[src/rtl/sed_pkg.sv]
// ----------------------------------------------------------------------------
// sed_pkg
// widths, constants, coefficient table and shared types of the epoch detector
// ----------------------------------------------------------------------------
`default_nettype none

package sed_pkg;

    // field and datapath widths
    localparam int SMP_W      = 16;
    localparam int VAL_W      = 48;
    localparam int COEF_W     = 32;
    localparam int GAP_W      = 10;
    localparam int CFG_W      = 10;
    localparam int CFG_IDX_W  = 2;
    localparam int HP_SHIFT   = 12;
    localparam int HP_W       = SMP_W + 1 + HP_SHIFT;
    localparam int FRAC_SHIFT = 28;
    localparam int SPLIT      = 24;
    localparam int PHI_W      = VAL_W - SPLIT + COEF_W;
    localparam int PLO_W      = SPLIT + 1 + COEF_W;
    localparam int FULL_W     = VAL_W + COEF_W + 1;
    localparam int PROD_W     = 52;
    localparam int ACC_W      = 54;
    localparam int RES_STEPS  = 4;

    localparam int HALF_WINDOW_DEF = 109;
    localparam int OUT_DEPTH       = 4;

    localparam logic [GAP_W-1:0] GAP_MAX        = '1;
    localparam logic [GAP_W-1:0] MIN_PERIOD_RST = GAP_W'(44);
    localparam logic [GAP_W-1:0] MAX_PERIOD_RST = GAP_W'(275);

    localparam logic signed [VAL_W-1:0] VAL_MAX = {1'b0, {(VAL_W-1){1'b1}}};
    localparam logic signed [VAL_W-1:0] VAL_MIN = {1'b1, {(VAL_W-1){1'b0}}};

    // Q3.28 resonator taps: 4r, -6r^2, 4r^3, -r^4 with r = 0.98
    localparam logic signed [COEF_W-1:0] COEF [RES_STEPS] = '{
        32'sd1052266988, -32'sd1546832472, 32'sd1010597215, -32'sd247596318
    };

    typedef enum logic [CFG_IDX_W-1:0] {
        CFG_MIN_PERIOD = 2'd0,
        CFG_MAX_PERIOD = 2'd1
    } t_cfg_idx;

    typedef enum logic [1:0] {
        RS_IDLE,
        RS_MID,
        RS_OLD
    } t_ring_state;

    typedef struct packed {
        logic                    valid;
        logic signed [VAL_W-1:0] acc;
        logic signed [SMP_W-1:0] smp;
    } t_res_out;

    typedef struct packed {
        logic signed [SMP_W-1:0] delayed;
        logic                    epoch;
        logic [GAP_W-1:0]        gap;
    } t_result;

endpackage

`default_nettype wire

[src/rtl/sed_resonator.sv]
// ----------------------------------------------------------------------------
// sed_resonator
// high-pass and fourth-order resonator, one shared split multiplier pass per tap
// ----------------------------------------------------------------------------
`default_nettype none

module sed_resonator
    import sed_pkg::*;
(
    input  wire logic                    i_clk,
    input  wire logic                    i_rst_n,
    input  wire logic                    i_start,
    input  wire logic signed [SMP_W-1:0] i_sample,
    output logic                         o_free,
    output t_res_out                     o_res
);

    localparam logic [1:0] STEP_LAST = 2'(RES_STEPS - 1);

    // issue side
    logic                    r_busy;
    logic [1:0]              r_step;
    logic [1:0]              r_iptr;
    logic [1:0]              r_wptr;
    logic signed [SMP_W-1:0] r_last;
    logic signed [SMP_W-1:0] r_smp;
    logic signed [HP_W-1:0]  r_hp;
    logic signed [VAL_W-1:0] r_hist [RES_STEPS];

    // multiply stage
    logic                    r_m_valid;
    logic [1:0]              r_m_step;
    logic [1:0]              r_m_wptr;
    logic signed [SMP_W-1:0] r_m_smp;
    logic signed [PHI_W-1:0] r_m_phi;
    logic signed [PLO_W-1:0] r_m_plo;

    // combine stage
    logic                     r_c_valid;
    logic [1:0]               r_c_step;
    logic [1:0]               r_c_wptr;
    logic signed [SMP_W-1:0]  r_c_smp;
    logic signed [PROD_W-1:0] r_c_prod;

    // accumulate and result
    logic signed [ACC_W-1:0] r_acc;
    logic                    r_f_valid;
    logic signed [VAL_W-1:0] r_f_acc;
    logic signed [SMP_W-1:0] r_f_smp;

    logic [1:0]                 w_k;
    logic [1:0]                 w_hidx;
    logic signed [VAL_W-1:0]    w_h;
    logic signed [VAL_W-SPLIT-1:0] w_hi;
    logic signed [SPLIT:0]      w_lo;
    logic signed [PHI_W-1:0]    w_phi;
    logic signed [PLO_W-1:0]    w_plo;
    logic signed [FULL_W-1:0]   w_full;
    logic signed [PROD_W-1:0]   w_prod;
    logic signed [ACC_W-1:0]    w_base;
    logic signed [ACC_W-1:0]    w_sum;
    logic signed [VAL_W-1:0]    w_sat;
    logic signed [HP_W-1:0]     w_hp;

    // taps run 1, 2, 3 then 0 so the newest history entry is needed last
    assign w_k    = r_step + 2'd1;
    assign w_hidx = r_wptr - w_k - 2'd1;
    assign w_h    = r_hist[w_hidx];
    assign w_hi   = w_h[VAL_W-1:SPLIT];
    assign w_lo   = {1'b0, w_h[SPLIT-1:0]};
    assign w_phi  = w_hi * COEF[w_k];
    assign w_plo  = w_lo * COEF[w_k];

    // floor of the full product over 2^28
    assign w_full = (FULL_W'(r_m_phi) <<< SPLIT) + FULL_W'(r_m_plo);
    assign w_prod = PROD_W'(w_full >>> FRAC_SHIFT);

    assign w_base = (r_c_step == 2'd0) ? ACC_W'(r_hp) : r_acc;
    assign w_sum  = w_base + ACC_W'(r_c_prod);

    always_comb begin
        if (w_sum > ACC_W'(VAL_MAX)) begin
            w_sat = VAL_MAX;
        end else if (w_sum < ACC_W'(VAL_MIN)) begin
            w_sat = VAL_MIN;
        end else begin
            w_sat = w_sum[VAL_W-1:0];
        end
    end

    assign w_hp = (HP_W'(i_sample) - HP_W'(r_last)) <<< HP_SHIFT;

    assign o_free = !r_busy || (r_step == STEP_LAST);
    assign o_res  = '{valid: r_f_valid, acc: r_f_acc, smp: r_f_smp};

    always_ff @(posedge i_clk) begin
        if (!i_rst_n) begin
            r_busy    <= 1'b0;
            r_step    <= 2'd0;
            r_iptr    <= 2'd0;
            r_last    <= '0;
            r_m_valid <= 1'b0;
            r_c_valid <= 1'b0;
            r_f_valid <= 1'b0;
            for (int i = 0; i < RES_STEPS; i++) begin
                r_hist[i] <= '0;
            end
        end else begin
            if (i_start) begin
                r_busy <= 1'b1;
                r_step <= 2'd0;
                r_iptr <= r_iptr + 2'd1;
                r_last <= i_sample;
            end else if (r_busy) begin
                r_step <= r_step + 2'd1;
                if (r_step == STEP_LAST) begin
                    r_busy <= 1'b0;
                end
            end
            r_m_valid <= r_busy;
            r_c_valid <= r_m_valid;
            r_f_valid <= r_c_valid && (r_c_step == STEP_LAST);
            if (r_c_valid && (r_c_step == STEP_LAST)) begin
                r_hist[r_c_wptr] <= w_sat;
            end
        end
    end

    always_ff @(posedge i_clk) begin
        if (i_start) begin
            r_smp  <= i_sample;
            r_hp   <= w_hp;
            r_wptr <= r_iptr;
        end
        r_m_step <= r_step;
        r_m_wptr <= r_wptr;
        r_m_smp  <= r_smp;
        r_m_phi  <= w_phi;
        r_m_plo  <= w_plo;
        r_c_step <= r_m_step;
        r_c_wptr <= r_m_wptr;
        r_c_smp  <= r_m_smp;
        r_c_prod <= w_prod;
        if (r_c_valid) begin
            r_acc <= w_sum;
        end
        r_f_acc <= w_sat;
        r_f_smp <= r_c_smp;
    end

endmodule

`default_nettype wire

[config.mk]
export PLATFORM = sky130hd
export DESIGN_NAME = sed_resonator
export DESIGN_NICKNAME = d
export VERILOG_FILES = /design/src/rtl/sed_pkg.sv /design/src/rtl/sed_resonator.sv
export SDC_FILE = /design/constraint.sdc
export NUM_CORES = 2
export LEC_CHECK = 0
export ABC_AREA = 1
export BUFFER_PORTS_ARGS = -buffer_cell sky130_fd_sc_hd__buf_2
export CAP_MARGIN = 20
export CORE_AREA = 2 2 385 674
export CTS_BUF_LIST = sky130_fd_sc_hd__clkbuf_16
export DETAILED_ROUTE_END_ITERATION = 7
export DIE_AREA = 0 0 387 676
export PLACE_DENSITY = 0.43
export SETUP_SLACK_MARGIN = 0.05
export SLEW_MARGIN = 10
export SYNTH_ARGS = -nofsm -noshare
export SYNTH_HDL_FRONTEND = slang
export SYNTH_SLANG_ARGS = --single-unit
[constraint.sdc]
create_clock -name i_clk -period 10 [get_ports i_clk]
set_clock_uncertainty 0.1 [all_clocks]
set_input_delay 1.5 -clock i_clk [delete_from_list [all_inputs] [get_ports i_clk]]
set_output_delay 1.5 -clock i_clk [all_outputs]
set_load 0.02 [all_outputs]
# == Yosys cells after proc, flatten, opt, wreduce, memory -nomap -nowiden ==
# Memory sizes are Yosys's and may differ from the RTL's.
# Cells that the tools add are included.
# word_totals
reg_bits,382
mem_bits_rw,192
input_bits,19
mem_count,1
# classes
add_sub_neg,7
multipliers,2
order_cmp,3
n_eq_ne,2
n_mux,16
bitwise,2
n_reduce_logical,6
# memory_table
memory,depth,word_bits,rd,rd_ports_with_merged_regs,write_ports,line_no,text
r_hist,4,48,1,0,4,sed_resonator.sv:28,logic signed [VAL_W-1:0] r_hist [RES_STEPS];
# op_table
cell,n
2-to-1 mux 48 bit,3
adder 80 x 57 -> 80 bit,1
binary-select mux 32 bit (select 2 bit),1
2-to-1 mux 32 bit,2
multiplier 25 x 32 -> 57 bit,1
multiplier 24 x 32 -> 56 bit,1
adder 54 x 52 -> 54 bit,1
greater-than comparator 54 x 48 -> 1 bit (second input constant),1
< comparator 54 x 48 -> 1 bit (second input constant),1
2-to-1 mux 54 bit,1
OR reduction 48 bit,1
subtractor 16 x 16 -> 17 bit,1
2-to-1 mux 1 bit,8
adder 2 x 1 -> 2 bit (second input constant),2
== test 2 bit (second input constant),2
>= comparator 3 bit (second input constant),1
NOT 2 -> 3 bit,1
logical NOT 2 bit,1
2-to-1 mux 2 bit,1
OR reduction 2 bit,1
subtractor 2 x 1 -> 2 bit (second input constant),1
subtractor 2 bit,1
logical AND 1 bit,1
logical NOT 1 bit,1
other kinds (2),2

# == Logic depth before layout (Yosys ltp) ==
# depth
word_depth,7
mapped_depth,46

# == Worst setup path after synthesis ==
# No wires, ideal clock.
# synth_path
path_kind,flip-flop to flip-flop
start,register r_step[0]
end,register r_m_phi[53]
setup_time_ns,0.126
t_arrival_ns,8.370
setup_slack_ns,1.404
stages_incl_launch_ff,33
n_path_buf,5
period_less_slack_ns,8.596
cell_sequence,dfxtp_1 > inv_1 > clkbuf_1 > clkbuf_1 > ha_1 > buf_2 > inv_2 > nand2_1 > nand2_1 > nand2_1 > nand2_1 > clkbuf_1 > o21ai_0 > nand2_1 > clkbuf_1 > nor2_1 > fa_1 > fa_1 > inv_1 > fa_1 > inv_1 > fa_1 > fa_1 > fa_1 > inv_1 > fa_1 > inv_1 > ha_1 > a21oi_1 > o21ai_0 > a221oi_1 > o211ai_1 > xor2_1
# synth_between
elab_chain_cells,6
elab_cells_between_ends,9
cone_classes,3 x add/sub; 1 x mul; 3 x mux; 1 x bitwise; 1 x memory
# synth_rtl
element,line_no,text
start: declaration,sed_resonator.sv:22,logic [1:0] r_step;
start signal: assignment,sed_resonator.sv:115,r_step <= r_step + 2'd1;
adder 2 x 1 -> 2 bit *,sed_resonator.sv:66,assign w_k = r_step + 2'd1;
net w_k[0],sed_resonator.sv:51,logic [1:0] w_k;
branches (longest 4 deep; another with memory read (4 x 48 bit)),--,
multiplier 24 x 32 -> 56 bit *,sed_resonator.sv:71,assign w_phi = w_hi * COEF[w_k];
net w_phi[53],sed_resonator.sv:56,logic signed [PHI_W-1:0] w_phi;
end signal: assignment,sed_resonator.sv:138,r_m_phi <= w_phi;
end: declaration,sed_resonator.sv:35,logic signed [PHI_W-1:0] r_m_phi;
# Mark *: on every way through the listed nets, which the timed path passes. The select of a mux whose other input is x is not followed.
# A chain may end at the register's enable or synchronous reset.

# == Worst setup path in the final report ==
# layout_path
start,register r_step[1]
end,register r_m_plo[49]
# layout_between
elab_chain_cells,6
elab_cells_between_ends,9
cone_classes,3 x add/sub; 1 x mul; 3 x mux; 1 x bitwise; 1 x memory
# layout_rtl
element,line_no,text
adder 2 x 1 -> 2 bit *,sed_resonator.sv:66,
net w_k[1],sed_resonator.sv:51,
branches (longest 4 deep; another with memory read (4 x 48 bit)),--,
multiplier 25 x 32 -> 57 bit *,sed_resonator.sv:72,assign w_plo = w_lo * COEF[w_k];
net w_plo[49],sed_resonator.sv:57,logic signed [PLO_W-1:0] w_plo;
end signal: assignment,sed_resonator.sv:139,r_m_plo <= w_plo;
end: declaration,sed_resonator.sv:36,logic signed [PLO_W-1:0] r_m_plo;
# Marks and branches as above.

==> reports/results.txt <==
Status: complete, no violations
Startpoint Class: flop
CP Capture Type: flop
GRT Overall Usage: 25.1%
Setup TNS: 0 ps
CTS sink count: 550
Seq/Total Area, Yosys: 18.1%
EDFF count, synth: 281
#FFs+latches synth: 550
Number of setup buffers added after CTS: 0
H-tree Lvls: 2
Worst slew pin tran: 1230 ps
Share of cells above drive strength 1: 5.60%
Clk root buf: clkbuf_16
Syn Std Cell Area: 76,500 um^2
Asr flop ratio synth: 0%
Worst Path Arrival: 10,180 ps
Max_cap viols: 0
Setup-failing EPs final: 0
Clk_lat worst skew: 720 ps
Synth Flop Type: edfxtp_1
CTS tree: built
Dpl cell area: 81,900 um^2
Largest area contributor in the netlist: fa_1
Most frequent cell after synthesis: inv_1
Rows: 246
Yosys top cell area share: 39.3%
Finished Layout Cells: 12,200
I/O Pins: 85
Grt ovf: 0
Final worst path period share: 96.8%
DRT Pass-1 Iters: 6
Hold Path Class: flop to flop
Post-DP HPWL: 291,000 um
Cells after Synth: 8,590
Die H: 676 um
Die Wd: 387 um
Wirelength, routed: 329,000 um
DRT iter0 DRCs: 3,453
Flop-to-flop setup slack: 320 ps
# DRC: 0
DR vias/cell: 4.76
RePlAce Congestion: 1.01
Vias in the first global route: 64,900
Final Max Tran Viols: 0
Crit Path Category: flop to flop
CP most frequent cell: nand2_1
Bufs and invs on worst path: 6
Largest net degree at the start of global routing: 128
Placed insts: 12,000
Port bufs: 84
Crit-path max cell delay: 660 ps
CTS Buf Count: 57
Ys Warns: 0
Post-synth top cells: inv_1, fa_1, nand2_1, nor2_1, ha_1
Final hold vios: 0
Initial Util: 29.9%
Worst Path Max Fanout: 25
Maximum buffer depth of the clock tree: 3
RSZ-0062 raised after global routing: false
Core area: 256,000 um^2
CP max stage cell: fa_1
Drt wl/cell: 27.0 um
ANT nets after route: 0
Pre-CTS setup slack: -27.0 ps
Syn avg cell area: 8.91 um^2
Fill count: 27,000
Slew headroom: 17.8%
Setup ws final: 324 ps
Area Overhead vs Synth: 9.54%
Layout Nets: 10,800
Yosys cell types: 58
Clock transition at path regs: 70 ps
Critical path's top delay family: adder cells
First-pass GRT wire length: 464,000 um
Fmax: 103 MHz
Mapped Nets: 10,600
Post-CTS resize count: 2
Post-layout minimum cycle time: 9680 ps
Vias: 57,900
Synth area leaders: fa_1, inv_1, edfxtp_1
Die area: 262,000 um^2
CP Data Required Time: 10,510 ps
CTS Hold Bufs: 0
Final instance area: 83,900 um^2
Initial antenna violation count: 14
==> routing by layer <==
metal | wire (um) | global-route usage [%]
met4 | 29700 | 19.1
met1 | 107000 | 24.1
met2 | 183000 | 49.5
met3 | 8840 | 1.80
met5 | 34 | 0
==> worst register-to-register path, delay by kind of cell, from the launching register on <==
kind / cells / cell delay, ps
compound gates: 5 / 1790
fa+ha+maj: 9 / 4570
buf+inv: 6 / 980
flops: 1 / 420
simple gates: 10 / 1760
==> logic make-up (layout without fill, tap and decap cells) <==
family,count (synthesis),count (layout),share of synthesized area (%)
buffers and inverters,2513,2720,12.6
other,0,10,0
and+or+nand+nor,2351,2351,12.4
adders and majority gates,1998,1998,47.4
muxes,2,2,0.0262
xor gates and xnor gates,224,224,2.56
DFF,550,550,18.1
AOI/OAI and AO/OA,952,952,7.02
==> state kept, by name (all words and copies together), names as in the netlist, 2 cells and up <==
register	count
r_hist	192
r_m_wptr	2
r_acc	54
r_c_wptr	2
r_step	2
r_m_smp	16
r_m_phi	56
r_f_acc	48
r_m_step	2
r_iptr	2
r_wptr	2
r_smp	16
r_m_plo	33
r_c_smp	16
r_last	16
r_hp	17
r_c_step	2
r_c_prod	52
r_f_smp	16
==> cell usage in the layout (no fill, tap or decap), types with 36 or more instances in the layout <==
cell type	synthesis	final
xor2_1	140	140
nand3_1	112	112
ha_1	495	491
inv_1	2325	2336
nor2_1	1023	1018
xnor2_1	84	84
buf_2	19	84
dfxtp_1	269	268
buf_4	8	188
fa_1	1503	1503
clkbuf_16	0	58
nand2_1	1085	1077
o21ai_0	263	260
edfxtp_1	281	281
a21oi_2	47	47
o21bai_1	36	36
a31oi_1	46	46
a21oi_1	457	457
==> area by class of cell <==
cell class / instances / area [um^2] / share of cell area [%]
clock buffer: 58 / 1450 / 1.73
sequential: 550 / 13800 / 16.5
antenna: 10 / 25.0 / 0.0298
inverter: 2334 / 8760 / 10.4
tap: 3348 / 4190 / 5.00
multi-input combinational: 5527 / 53200 / 63.4
timing repair buffer: 278 / 1960 / 2.34
clock inverter: 50 / 445 / 0.531
==> worst paths after layout <==
check	start	depth (start not counted)	end
worst max-delay path	r_step[1]	30	r_m_plo[49]
worst min-delay path	r_m_smp[2]	0	r_c_smp[2]
worst max register to register	r_step[1]	30	r_m_plo[49]
worst min register to register	r_m_smp[2]	0	r_c_smp[2]
==> stage by stage <==
step           util (%)  hold slack, ps
6_report           32.8             225
3_5_place_dp       32.0             213
5_1_grt            32.8             230
2_1_floorplan         -             210
3_3_place_gp       32.0             212
4_1_cts            32.8             225
Power is not shown: default switching activity piles up to over one toggle a cycle in this logic, so the estimate is an artifact.
